`src/design/qhd_pkg.sv`:
```
// shared types and constants for the q-gram hash extractor
`default_nettype none

package qhd_pkg;

    // sizes
    localparam int SEEN_DEPTH_DEF = 64;
    localparam int BYTE_W         = 8;
    localparam int HASH_W         = 32;
    localparam int HASH_SHIFT     = 5;
    localparam int QLEN_W         = 2;
    localparam int CFG_IDX_W      = 3;
    localparam int CFG_DATA_W     = 8;

    // configuration register indexes
    typedef enum logic [CFG_IDX_W-1:0] {
        CFG_GRAM_LENGTH    = 3'd0,
        CFG_EXTENDED_MODE  = 3'd1,
        CFG_START_PAD_CHAR = 3'd2,
        CFG_END_PAD_CHAR   = 3'd3,
        CFG_UNIQUE_MODE    = 3'd4
    } cfg_idx_t;

    // where the byte being pushed comes from
    typedef enum logic [1:0] {
        SRC_NONE,
        SRC_START,
        SRC_CHAR,
        SRC_END
    } src_t;

    // controller states
    typedef enum logic [2:0] {
        S_IDLE,
        S_PLAN,
        S_PUSH,
        S_HASH,
        S_SCAN,
        S_EMIT,
        S_FLUSH
    } ctl_state_t;

    // controller to datapath commands
    typedef struct packed {
        logic        capture;
        logic        set_started;
        src_t        src;
        logic        hash_step;
        logic [1:0]  hash_idx;
        logic        scan_start;
        logic        scan_step;
        logic        record;
        logic        shift;
        logic        commit;
        logic        pend_to_out;
        logic        last;
        logic        end_string;
    } dp_cmd_t;

    // datapath to controller status
    typedef struct packed {
        logic [QLEN_W-1:0] gram_len;
        logic              ext;
        logic              uniq;
        logic              started;
        logic              has_char;
        logic              eos;
        logic              eligible;
        logic              scan_hit;
        logic              scan_done;
        logic              pend_valid;
        logic              out_free;
    } dp_sts_t;

endpackage

`default_nettype wire

```
`src/design/qhd_ctrl.sv`:
```
// controller state machine: sequences pads, byte, hashing, store search and output
`default_nettype none

module qhd_ctrl (
    input  wire logic            clk,
    input  wire logic            rst_n,
    input  wire logic            in_valid,
    output logic                 in_ready,
    input  wire qhd_pkg::dp_sts_t sts,
    output qhd_pkg::dp_cmd_t     cmd
);
    import qhd_pkg::*;

    ctl_state_t state_reg, state_next;
    src_t       src_reg, src_next;
    logic [1:0] left_reg, left_next;
    logic [1:0] hidx_reg, hidx_next;

    logic [1:0] qm1;
    logic [1:0] end_cnt;
    logic       start_go;
    logic       adv_valid;
    src_t       adv_src;
    logic [1:0] adv_left;
    logic       go_adv;
    logic       hash_end;

    // which push follows the current one
    always_comb
    begin
        qm1      = sts.gram_len - 2'd1;
        end_cnt  = (sts.eos && sts.ext) ? qm1 : 2'd0;
        start_go = !sts.started && sts.ext && (qm1 != 2'd0);
        adv_valid = 1'b0;
        adv_src   = SRC_NONE;
        adv_left  = 2'd0;
        case (src_reg)
            SRC_NONE:
            begin
                if (start_go)
                begin
                    adv_valid = 1'b1;
                    adv_src   = SRC_START;
                    adv_left  = qm1;
                end
                else if (sts.has_char)
                begin
                    adv_valid = 1'b1;
                    adv_src   = SRC_CHAR;
                    adv_left  = 2'd1;
                end
                else if (end_cnt != 2'd0)
                begin
                    adv_valid = 1'b1;
                    adv_src   = SRC_END;
                    adv_left  = end_cnt;
                end
            end
            SRC_START:
            begin
                if (left_reg > 2'd1)
                begin
                    adv_valid = 1'b1;
                    adv_src   = SRC_START;
                    adv_left  = left_reg - 2'd1;
                end
                else if (sts.has_char)
                begin
                    adv_valid = 1'b1;
                    adv_src   = SRC_CHAR;
                    adv_left  = 2'd1;
                end
                else if (end_cnt != 2'd0)
                begin
                    adv_valid = 1'b1;
                    adv_src   = SRC_END;
                    adv_left  = end_cnt;
                end
            end
            SRC_CHAR:
            begin
                if (end_cnt != 2'd0)
                begin
                    adv_valid = 1'b1;
                    adv_src   = SRC_END;
                    adv_left  = end_cnt;
                end
            end
            default:
            begin
                if (left_reg > 2'd1)
                begin
                    adv_valid = 1'b1;
                    adv_src   = SRC_END;
                    adv_left  = left_reg - 2'd1;
                end
            end
        endcase
    end

    // state register
    always_ff @(posedge clk or negedge rst_n)
    begin
        if (!rst_n)
        begin
            state_reg <= S_IDLE;
            src_reg   <= SRC_NONE;
            left_reg  <= 2'd0;
            hidx_reg  <= 2'd0;
        end
        else
        begin
            state_reg <= state_next;
            src_reg   <= src_next;
            left_reg  <= left_next;
            hidx_reg  <= hidx_next;
        end
    end

    // next state and commands
    always_comb
    begin
        cmd          = '0;
        cmd.src      = src_reg;
        cmd.hash_idx = hidx_reg;
        in_ready     = 1'b0;
        state_next   = state_reg;
        src_next     = src_reg;
        left_next    = left_reg;
        hidx_next    = hidx_reg;
        go_adv       = 1'b0;
        hash_end     = 1'b0;

        unique case (state_reg)
            S_IDLE:
            begin
                in_ready = 1'b1;
                if (in_valid)
                begin
                    cmd.capture = 1'b1;
                    src_next    = SRC_NONE;
                    left_next   = 2'd0;
                    state_next  = S_PLAN;
                end
            end
            S_PLAN:
            begin
                if (sts.gram_len == 2'd0)
                begin
                    state_next = S_FLUSH;
                end
                else
                begin
                    cmd.set_started = 1'b1;
                    go_adv          = 1'b1;
                end
            end
            S_PUSH:
            begin
                if (sts.eligible)
                begin
                    cmd.hash_step = 1'b1;
                    cmd.hash_idx  = 2'd0;
                    hidx_next     = 2'd1;
                    if (qm1 == 2'd0)
                    begin
                        hash_end = 1'b1;
                    end
                    else
                    begin
                        state_next = S_HASH;
                    end
                end
                else
                begin
                    cmd.shift = 1'b1;
                    go_adv    = 1'b1;
                end
            end
            S_HASH:
            begin
                cmd.hash_step = 1'b1;
                hidx_next     = hidx_reg + 2'd1;
                if (hidx_reg == qm1)
                begin
                    hash_end = 1'b1;
                end
            end
            S_SCAN:
            begin
                cmd.scan_step = 1'b1;
                if (sts.scan_hit)
                begin
                    // duplicate: drop the gram, window still moves on
                    cmd.shift = 1'b1;
                    go_adv    = 1'b1;
                end
                else if (sts.scan_done)
                begin
                    cmd.record = 1'b1;
                    state_next = S_EMIT;
                end
            end
            S_EMIT:
            begin
                if (!sts.pend_valid || sts.out_free)
                begin
                    cmd.commit      = 1'b1;
                    cmd.shift       = 1'b1;
                    cmd.pend_to_out = sts.pend_valid;
                    cmd.last        = 1'b0;
                    go_adv          = 1'b1;
                end
            end
            S_FLUSH:
            begin
                if (!sts.pend_valid || sts.out_free)
                begin
                    cmd.pend_to_out = sts.pend_valid;
                    cmd.last        = 1'b1;
                    cmd.end_string  = sts.eos;
                    state_next      = S_IDLE;
                end
            end
            default:
            begin
                state_next = S_IDLE;
            end
        endcase

        // hashing finished: search the store or go straight to output
        if (hash_end)
        begin
            if (sts.uniq)
            begin
                cmd.scan_start = 1'b1;
                state_next     = S_SCAN;
            end
            else
            begin
                state_next = S_EMIT;
            end
        end

        // move on to the next push or finish the item
        if (go_adv)
        begin
            if (adv_valid)
            begin
                state_next = S_PUSH;
                src_next   = adv_src;
                left_next  = adv_left;
            end
            else
            begin
                state_next = S_FLUSH;
            end
        end
    end

endmodule

`default_nettype wire

```
`src/design/qhd_datapath.sv`:
```
// datapath: config registers, window, hash unit, seen-hash store and output buffers
`default_nettype none

module qhd_datapath #(
    parameter int SEEN_DEPTH = qhd_pkg::SEEN_DEPTH_DEF
) (
    input  wire logic                            clk,
    input  wire logic                            rst_n,
    input  wire logic                            cfg_we,
    input  wire logic [qhd_pkg::CFG_IDX_W-1:0]   cfg_index,
    input  wire logic [qhd_pkg::CFG_DATA_W-1:0]  cfg_data,
    input  wire logic [qhd_pkg::BYTE_W-1:0]      char_byte,
    input  wire logic                            has_char,
    input  wire logic                            end_of_string,
    input  wire qhd_pkg::dp_cmd_t                cmd,
    output qhd_pkg::dp_sts_t                     sts,
    output logic [qhd_pkg::BYTE_W-1:0]           gram_byte0,
    output logic [qhd_pkg::BYTE_W-1:0]           gram_byte1,
    output logic [qhd_pkg::BYTE_W-1:0]           gram_byte2,
    output logic [qhd_pkg::HASH_W-1:0]           gram_hash,
    output logic                                 store_full,
    output logic                                 last_of_run,
    output logic                                 out_valid,
    input  wire logic                            out_ready
);
    import qhd_pkg::*;

    localparam int AW = (SEEN_DEPTH > 1) ? $clog2(SEEN_DEPTH) : 1;
    localparam int CW = $clog2(SEEN_DEPTH + 1);
    localparam logic [CW-1:0] DEPTH_C = CW'(SEEN_DEPTH);

    // times-33 xor step on a sign-extended byte
    function automatic logic [HASH_W-1:0] mix_byte(input logic [HASH_W-1:0] h,
                                                   input logic [BYTE_W-1:0] b);
        logic [HASH_W-1:0] c;
        begin
            c = {{(HASH_W-BYTE_W){b[BYTE_W-1]}}, b};
            return ((h << HASH_SHIFT) + h) ^ c;
        end
    endfunction

    logic [QLEN_W-1:0] qlen_reg;
    logic              ext_reg;
    logic [BYTE_W-1:0] spad_reg;
    logic [BYTE_W-1:0] epad_reg;
    logic              uniq_reg;

    logic [BYTE_W-1:0] ch_reg;
    logic              hc_reg;
    logic              eos_reg;

    logic [BYTE_W-1:0] win0_reg, win1_reg;
    logic [1:0]        fill_reg;
    logic              started_reg;

    logic [BYTE_W-1:0] push_byte;
    logic [BYTE_W-1:0] g0, g1, g2;
    logic [BYTE_W-1:0] hash_byte;
    logic [HASH_W-1:0] hash_reg;
    logic              full_reg;

    logic [HASH_W-1:0] seen_mem [SEEN_DEPTH];
    logic [HASH_W-1:0] mem_q_reg;
    logic [CW-1:0]     count_reg;
    logic [CW-1:0]     issue_reg;
    logic              rd_pend_reg;
    logic              mem_we;
    logic              mem_re;

    logic              pend_valid_reg;
    logic [BYTE_W-1:0] pend_g0_reg, pend_g1_reg, pend_g2_reg;
    logic [HASH_W-1:0] pend_hash_reg;
    logic              pend_full_reg;

    logic              out_valid_reg;
    logic [BYTE_W-1:0] out_g0_reg, out_g1_reg, out_g2_reg;
    logic [HASH_W-1:0] out_hash_reg;
    logic              out_full_reg;
    logic              out_last_reg;

    // configuration registers
    always_ff @(posedge clk or negedge rst_n)
    begin
        if (!rst_n)
        begin
            qlen_reg <= 2'd2;
            ext_reg  <= 1'b0;
            spad_reg <= 8'd35;
            epad_reg <= 8'd36;
            uniq_reg <= 1'b1;
        end
        else if (cfg_we)
        begin
            unique case (cfg_idx_t'(cfg_index))
                CFG_GRAM_LENGTH:    qlen_reg <= cfg_data[QLEN_W-1:0];
                CFG_EXTENDED_MODE:  ext_reg  <= cfg_data[0];
                CFG_START_PAD_CHAR: spad_reg <= cfg_data;
                CFG_END_PAD_CHAR:   epad_reg <= cfg_data;
                CFG_UNIQUE_MODE:    uniq_reg <= cfg_data[0];
                default:            ;
            endcase
        end
    end

    // captured input beat
    always_ff @(posedge clk)
    begin
        if (cmd.capture)
        begin
            ch_reg  <= char_byte;
            hc_reg  <= has_char;
            eos_reg <= end_of_string;
        end
    end

    // byte being pushed into the window
    always_comb
    begin
        case (cmd.src)
            SRC_START: push_byte = spad_reg;
            SRC_END:   push_byte = epad_reg;
            default:   push_byte = ch_reg;
        endcase
    end

    // gram made of the newest window bytes and the pushed byte
    always_comb
    begin
        g0 = '0;
        g1 = '0;
        g2 = '0;
        case (qlen_reg)
            2'd1:
            begin
                g0 = push_byte;
            end
            2'd2:
            begin
                g0 = win1_reg;
                g1 = push_byte;
            end
            2'd3:
            begin
                g0 = win0_reg;
                g1 = win1_reg;
                g2 = push_byte;
            end
            default:
            begin
                g0 = '0;
            end
        endcase
    end

    // sliding window and string state
    always_ff @(posedge clk or negedge rst_n)
    begin
        if (!rst_n)
        begin
            win0_reg    <= '0;
            win1_reg    <= '0;
            fill_reg    <= 2'd0;
            started_reg <= 1'b0;
        end
        else if (cmd.end_string)
        begin
            win0_reg    <= '0;
            win1_reg    <= '0;
            fill_reg    <= 2'd0;
            started_reg <= 1'b0;
        end
        else
        begin
            if (cmd.set_started)
            begin
                started_reg <= 1'b1;
            end
            if (cmd.shift)
            begin
                win0_reg <= win1_reg;
                win1_reg <= push_byte;
                if (fill_reg < 2'd2)
                begin
                    fill_reg <= fill_reg + 2'd1;
                end
            end
        end
    end

    // hash unit, one gram byte per cycle
    always_comb
    begin
        case (cmd.hash_idx)
            2'd0:    hash_byte = g0;
            2'd1:    hash_byte = g1;
            default: hash_byte = g2;
        endcase
    end

    always_ff @(posedge clk)
    begin
        if (cmd.hash_step)
        begin
            hash_reg <= mix_byte((cmd.hash_idx == 2'd0) ? '0 : hash_reg, hash_byte);
        end
        if (cmd.hash_step && (cmd.hash_idx == 2'd0))
        begin
            full_reg <= 1'b0;
        end
        else if (cmd.record)
        begin
            full_reg <= !(count_reg < DEPTH_C);
        end
    end

    // seen-hash store: one write and one read port
    assign mem_we = cmd.record && (count_reg < DEPTH_C);
    assign mem_re = cmd.scan_step && (issue_reg < count_reg);

    always_ff @(posedge clk)
    begin
        if (mem_we)
        begin
            seen_mem[count_reg[AW-1:0]] <= hash_reg;
        end
        if (mem_re)
        begin
            mem_q_reg <= seen_mem[issue_reg[AW-1:0]];
        end
    end

    // fill count and search pointer
    always_ff @(posedge clk or negedge rst_n)
    begin
        if (!rst_n)
        begin
            count_reg   <= '0;
            issue_reg   <= '0;
            rd_pend_reg <= 1'b0;
        end
        else
        begin
            if (cmd.end_string)
            begin
                count_reg <= '0;
            end
            else if (mem_we)
            begin
                count_reg <= count_reg + CW'(1);
            end
            if (cmd.scan_start)
            begin
                issue_reg   <= '0;
                rd_pend_reg <= 1'b0;
            end
            else if (cmd.scan_step)
            begin
                rd_pend_reg <= mem_re;
                if (mem_re)
                begin
                    issue_reg <= issue_reg + CW'(1);
                end
            end
        end
    end

    // pending gram, held until it is known whether another follows
    always_ff @(posedge clk or negedge rst_n)
    begin
        if (!rst_n)
        begin
            pend_valid_reg <= 1'b0;
        end
        else if (cmd.commit)
        begin
            pend_valid_reg <= 1'b1;
        end
        else if (cmd.pend_to_out)
        begin
            pend_valid_reg <= 1'b0;
        end
    end

    always_ff @(posedge clk)
    begin
        if (cmd.commit)
        begin
            pend_g0_reg   <= g0;
            pend_g1_reg   <= g1;
            pend_g2_reg   <= g2;
            pend_hash_reg <= hash_reg;
            pend_full_reg <= full_reg && uniq_reg;
        end
    end

    // output register
    always_ff @(posedge clk or negedge rst_n)
    begin
        if (!rst_n)
        begin
            out_valid_reg <= 1'b0;
        end
        else if (cmd.pend_to_out)
        begin
            out_valid_reg <= 1'b1;
        end
        else if (out_ready)
        begin
            out_valid_reg <= 1'b0;
        end
    end

    always_ff @(posedge clk)
    begin
        if (cmd.pend_to_out)
        begin
            out_g0_reg   <= pend_g0_reg;
            out_g1_reg   <= pend_g1_reg;
            out_g2_reg   <= pend_g2_reg;
            out_hash_reg <= pend_hash_reg;
            out_full_reg <= pend_full_reg;
            out_last_reg <= cmd.last;
        end
    end

    assign gram_byte0  = out_g0_reg;
    assign gram_byte1  = out_g1_reg;
    assign gram_byte2  = out_g2_reg;
    assign gram_hash   = out_hash_reg;
    assign store_full  = out_full_reg;
    assign last_of_run = out_last_reg;
    assign out_valid   = out_valid_reg;

    // status to the controller
    always_comb
    begin
        sts.gram_len   = qlen_reg;
        sts.ext        = ext_reg;
        sts.uniq       = uniq_reg;
        sts.started    = started_reg;
        sts.has_char   = hc_reg;
        sts.eos        = eos_reg;
        sts.eligible   = ({1'b0, fill_reg} + 3'd1) >= {1'b0, qlen_reg};
        sts.scan_hit   = rd_pend_reg && (mem_q_reg == hash_reg);
        sts.scan_done  = !rd_pend_reg && (issue_reg == count_reg);
        sts.pend_valid = pend_valid_reg;
        sts.out_free   = !out_valid_reg || out_ready;
    end

endmodule

`default_nettype wire

```
`src/design/qgram_hash_dedup.sv`:
```
// an item is taken in idle, planned, and ended in flush; a pushed byte making no gram
// only shifts the window, else its gram is hashed byte by byte, searched for in the
// seen store in unique mode (a duplicate ends the search and is dropped) and emitted,
// waiting while the output register is full; the end-of-item step waits likewise.
// throughput: one item at a time; the output register lets the next item in while
// the last gram waits. reset clears control state and the fill count, not the store.
`default_nettype none

module qgram_hash_dedup #(
    parameter int SEEN_DEPTH = qhd_pkg::SEEN_DEPTH_DEF
) (
    input  wire logic                            clk,
    input  wire logic                            rst_n,
    input  wire logic                            cfg_we,
    input  wire logic [qhd_pkg::CFG_IDX_W-1:0]   cfg_index,
    input  wire logic [qhd_pkg::CFG_DATA_W-1:0]  cfg_data,
    input  wire logic                            in_valid,
    output logic                                 in_ready,
    input  wire logic [qhd_pkg::BYTE_W-1:0]      char_byte,
    input  wire logic                            has_char,
    input  wire logic                            end_of_string,
    output logic                                 out_valid,
    input  wire logic                            out_ready,
    output logic [qhd_pkg::BYTE_W-1:0]           gram_byte0,
    output logic [qhd_pkg::BYTE_W-1:0]           gram_byte1,
    output logic [qhd_pkg::BYTE_W-1:0]           gram_byte2,
    output logic [qhd_pkg::HASH_W-1:0]           gram_hash,
    output logic                                 store_full,
    output logic                                 last_of_run
);
    import qhd_pkg::*;

    dp_cmd_t cmd;
    dp_sts_t sts;

    // sequencing
    qhd_ctrl u_ctrl (
        .clk      (clk),
        .rst_n    (rst_n),
        .in_valid (in_valid),
        .in_ready (in_ready),
        .sts      (sts),
        .cmd      (cmd)
    );

    // window, hash, store and output
    qhd_datapath #(
        .SEEN_DEPTH (SEEN_DEPTH)
    ) u_datapath (
        .clk           (clk),
        .rst_n         (rst_n),
        .cfg_we        (cfg_we),
        .cfg_index     (cfg_index),
        .cfg_data      (cfg_data),
        .char_byte     (char_byte),
        .has_char      (has_char),
        .end_of_string (end_of_string),
        .cmd           (cmd),
        .sts           (sts),
        .gram_byte0    (gram_byte0),
        .gram_byte1    (gram_byte1),
        .gram_byte2    (gram_byte2),
        .gram_hash     (gram_hash),
        .store_full    (store_full),
        .last_of_run   (last_of_run),
        .out_valid     (out_valid),
        .out_ready     (out_ready)
    );

`ifndef SYNTH
    // a new beat is only taken once the previous item's grams have all left the buffer
    a_idle_no_pending: assert property (@(posedge clk) disable iff (!rst_n)
        in_ready |-> !sts.pend_valid)
        else $error("input taken while a gram is still pending");

    // a gram only moves to the output register when that register is free
    a_out_free: assert property (@(posedge clk) disable iff (!rst_n)
        cmd.pend_to_out |-> sts.out_free)
        else $error("output register overwritten");

    // the store is never written while the hash is still being built
    a_record_after_hash: assert property (@(posedge clk) disable iff (!rst_n)
        cmd.record |-> !cmd.hash_step && !cmd.scan_start)
        else $error("store write during hashing");

    // a released gram appears at the output in the next cycle
    a_out_follows: assert property (@(posedge clk) disable iff (!rst_n)
        cmd.pend_to_out |=> out_valid)
        else $error("released gram missing at output");
`endif

endmodule

`default_nettype wire

```
`config.mk`:
```
export PLATFORM = sky130hd
export DESIGN_NAME = qgram_hash_dedup
export DESIGN_NICKNAME = d
export VERILOG_FILES = /design/src/design/qhd_pkg.sv /design/src/design/qhd_ctrl.sv /design/src/design/qhd_datapath.sv /design/src/design/qgram_hash_dedup.sv
export SDC_FILE = /design/constraint.sdc
export NUM_CORES = 2
export LEC_CHECK = 0
export ABC_AREA = 1
export BUFFER_PORTS_ARGS = -buffer_cell sky130_fd_sc_hd__buf_2
export CORE_UTILIZATION = 68
export CTS_CLUSTER_DIAMETER = 200
export CTS_CLUSTER_SIZE = 40
export DETAILED_ROUTE_END_ITERATION = 16
export HOLD_SLACK_MARGIN = 0.03
export PLACE_DENSITY_LB_ADDON = 0.08
export SLEW_MARGIN = 10
export SYNTH_ARGS = -nofsm -noshare
export SYNTH_HDL_FRONTEND = slang
export SYNTH_SLANG_ARGS = --single-unit
```
`constraint.sdc`:
```
create_clock -name clk -period 8.6 [get_ports clk]
set_input_delay 0.86 -clock clk [delete_from_list [all_inputs] [get_ports clk]]
set_output_delay 0.86 -clock clk [all_outputs]
set_load 0.05 [all_outputs]
```
==> flow_metrics.py <==
metrics = {
    "die": {
        "ios": 86,
        "rows": 135,
        "core-area_um2": 135000,
        "initial_core_util": 0.685,
        "die_w_um": 371,
        "die_area_um2": 138000,
        "die_h_um": 371,
    },
    "logic_synthesis": {
        "syn_area_um2": 92700,
        "synth-seq-area-share": 0.743,
        "syn_avg_cell_area_um2": 13.5,
        "synth_edf_count": 2237,
        "synth.distinct_cells": 58,
        "syn-num-nets": 6925,
        "ys_warn_count": 0,
        "syn_inst": 6876,
        "synth_flop_cell": "edfxtp_1",
        "ys_ff_latch": 2303,
        "ys_async_sr_fraction": 0.0282,
    },
    "clock_tree": {
        "root_buffer": "clkbuf_16",
        "cts_resized": 0,
        "cts_tree": "built",
        "cts_hold_buf": 0,
        "clock-sinks": 2303,
        "cts.clk_slew.worst_paths_ns": 0.14,
        "numCtsBuffers": 67,
        "cts-htree-levels": 3,
        "clock_latency_ns": 0.74,
        "cts_max_path_buffers": 3,
        "cts_setup_buffers": 0,
    },
    "power_and_ir_drop": {
        "ir_worst_vdd_uv": 347,
        "p_per_area_nw_per_um2": 326,
        "finalPower_mw": 31.6,
        "leakage_nw": 31.1,
    },
    "critical_path": {
        "slowest_delay_ns": 0.90,
        "crit_chain": "buf_12 > buf_4 > buf_4 > mux2i_1 > o221ai_1 > o211ai_1 > nand3_1 > a32o_1",
        "arrival_ns": 5.81,
        "end_kind": "flip-flop",
        "slowest_stage": "buf_4",
        "crit_type": "reg2reg",
        "crit_required_ns": 9.10,
        "cp_top_family": "buffers and inverters",
        "worst-path-buf-inv": 3,
        "start_kind": "flip-flop",
        "path_max_fanout": 173,
        "crit_path_frequent_cell": "buf_4",
    },
    "global_routing": {
        "grt-ovfl-total": 0,
        "track_usage": 0.363,
        "grt_max_degree": 213,
        "grt_pass1_wl_um": 362000,
        "antenna_found_initial": 11,
        "grt_pass1_vias": 54000,
    },
    "timing": {
        "fin_skew_ns": 0.0282,
        "hold_violations": 0,
        "finalSetupViolCount": 0,
        "rsz0062_at_grt": "no",
        "maxSlewHeadroom": 0.138,
        "setup_tns_ns": 0,
        "period_needed_ns": 5.31,
        "tightest_slew_ns": 1.29,
        "setup_ws_ns": 3.29,
        "fin_crit_sh": 0.617,
        "finalMaxSlewViolations": 0,
        "timing.fmax_ghz": 0.188,
    },
    "final_layout": {
        "synthToLayoutAreaGrowth_pct": 4.57,
        "nNetsFinal": 6754,
        "postLayoutCoreUtil": 0.716,
        "drive_above_1_share": 0.0583,
        "fillers": 8860,
        "largest_register_ffs": 2048,
        "final_cells": 8509,
    },
    "route": {
        "avgViaCountPerCell": 6.90,
        "ant_nets": 0,
        "vias": 58700,
        "drc": 0,
        "drt-total-wl_um": 252000,
        "drtIter0Drc": 9755,
        "first_pass_iters": 6,
        "wl_per_cell_um": 29.6,
    },
    "place": {
        "pre_cts_ws_ns": 3.58,
        "place_congestion": 0.925,
        "hpwl_um": 148000,
        "post-place-cells": 8416,
        "io_buffers": 85,
    },
    "run": {
        "drv_cap": 0,
    },
    "outcome": {
        "status": "complete, no violations",
    },
    "min_path": {
        "hold_class": "in2reg",
    },
}
## cells by family after synthesis
family                   after synthesis  synth area share
flip-flops                          2303             0.743
XOR/XNOR                              52           0.00524
AND/OR/NAND/NOR                     2247            0.0980
adder cells (fa/ha/maj)               23           0.00319
AO/OA/AOI/OAI                       1399             0.101
buffers and inverters                642            0.0271
multiplexers                         210            0.0227
## where the power goes
part,switching (mW),internal (mW),leakage [nW]
Clock,3.11,1.54,0.909
Combinational,9.17,2.81,9.18
Sequential,0.481,14.4,21.0
## final timing paths
check	start	endpoint	slack, ns	depth (start not counted)
max in group asynchronous	rst_n	u_datapath.issue_reg[0]$_DFFE_PN0P_	7.53	2
max reg2reg	u_datapath.issue_reg[0]$_DFFE_PN0P_	u_datapath.mem_q_reg[20]$_DFFE_PP_	3.29	8
min reg2reg	u_datapath.pend_hash_reg[21]$_DFFE_PP_	u_datapath.gram_hash[21]$_DFFE_PP_	0.43	0
max	u_datapath.issue_reg[0]$_DFFE_PN0P_	u_datapath.mem_q_reg[20]$_DFFE_PP_	3.29	8
min	end_of_string	u_datapath.eos_reg$_DFFE_PP_	0.29	1
min in group asynchronous	rst_n	u_datapath.qlen_reg[0]$_DFFE_PN0P_	0.34	2
## synth_stat cells, types with 6 or more instances
master / n / share of area
edfxtp_1: 2237 / 0.72
nor2_1: 1301 / 0.053
o21ai_0: 587 / 0.032
nand2_1: 541 / 0.022
clkbuf_1: 338 / 0.014
nand3_1: 313 / 0.017
o32ai_1: 302 / 0.029
o221ai_1: 212 / 0.020
mux2i_1: 210 / 0.023
inv_1: 202 / 0.0082
a21oi_1: 138 / 0.0075
dfrtp_1: 58 / 0.016
o211ai_1: 55 / 0.0045
buf_1: 43 / 0.0017
buf_2: 40 / 0.0022
xor2_1: 38 / 0.0036
ha_1: 22 / 0.0030
nor3_1: 22 / 0.0012
nand4_1: 21 / 0.0014
a31oi_1: 20 / 0.0014
o22ai_1: 17 / 0.0011
nand2_2: 12 / 0.00081
a32o_1: 11 / 0.0012
nor2_2: 10 / 0.00068
xnor2_1: 10 / 0.00095
o21a_1: 9 / 0.00073
o21bai_1: 9 / 0.00073
clkinv_1: 8 / 0.00032
dfstp_2: 7 / 0.0020
nand3b_1: 7 / 0.00057
o22a_1: 7 / 0.00066
nor4_1: 6 / 0.00041
## cells in the final DEF, fill, tap and decap left out, types with 138 or more instances in the layout
master    instances
o21ai_0         587
o32ai_1         302
o221ai_1        212
nand2_1         541
nand3_1         311
mux2i_1         210
nor2_1         1238
inv_1           198
edfxtp_1       2237
a21oi_1         138
## worst register-to-register path, cell delays in order, from the launching register on
cell,delay (ns)
dfrtp_4,0.83
buf_12,0.53
buf_4,1.06
buf_4,1.01
mux2i_1,0.35
o221ai_1,0.21
o211ai_1,0.29
nand3_1,0.43
a32o_1,0.35
## per-stage QoR
step | area (µm²) | hold slack, ns
floorplan | 92700 | 0.400
global placement | 95000 | 0.401
detailed placement | 95000 | 0.405
CTS | 96900 | 0.251
global route | 96900 | 0.269
finish | 96900 | 0.285
## final cells by class
cell class / instances / area (µm²) / area share
diodes: 2 / 5.00 / 0.0000517
clock buffers: 88 / 1840 / 0.0190
clock inverters: 2 / 28.8 / 0.000297
inverters: 214 / 823 / 0.00850
multi-input cells: 3931 / 21800 / 0.225
flip-flops and latches: 2303 / 68800 / 0.710
well taps: 1781 / 2230 / 0.0230
repair buffers: 188 / 1310 / 0.0135
## per-layer routing
layer	wire (µm)	GRT usage	vias up
met1	96100	0.540	29300
met3	31700	0.0712	454
met4	11200	0.150	4
met5	23	0	-
li1	-	-	25200
met2	113000	0.533	3723
No activity file was read; power rests on OpenSTA's default activity.
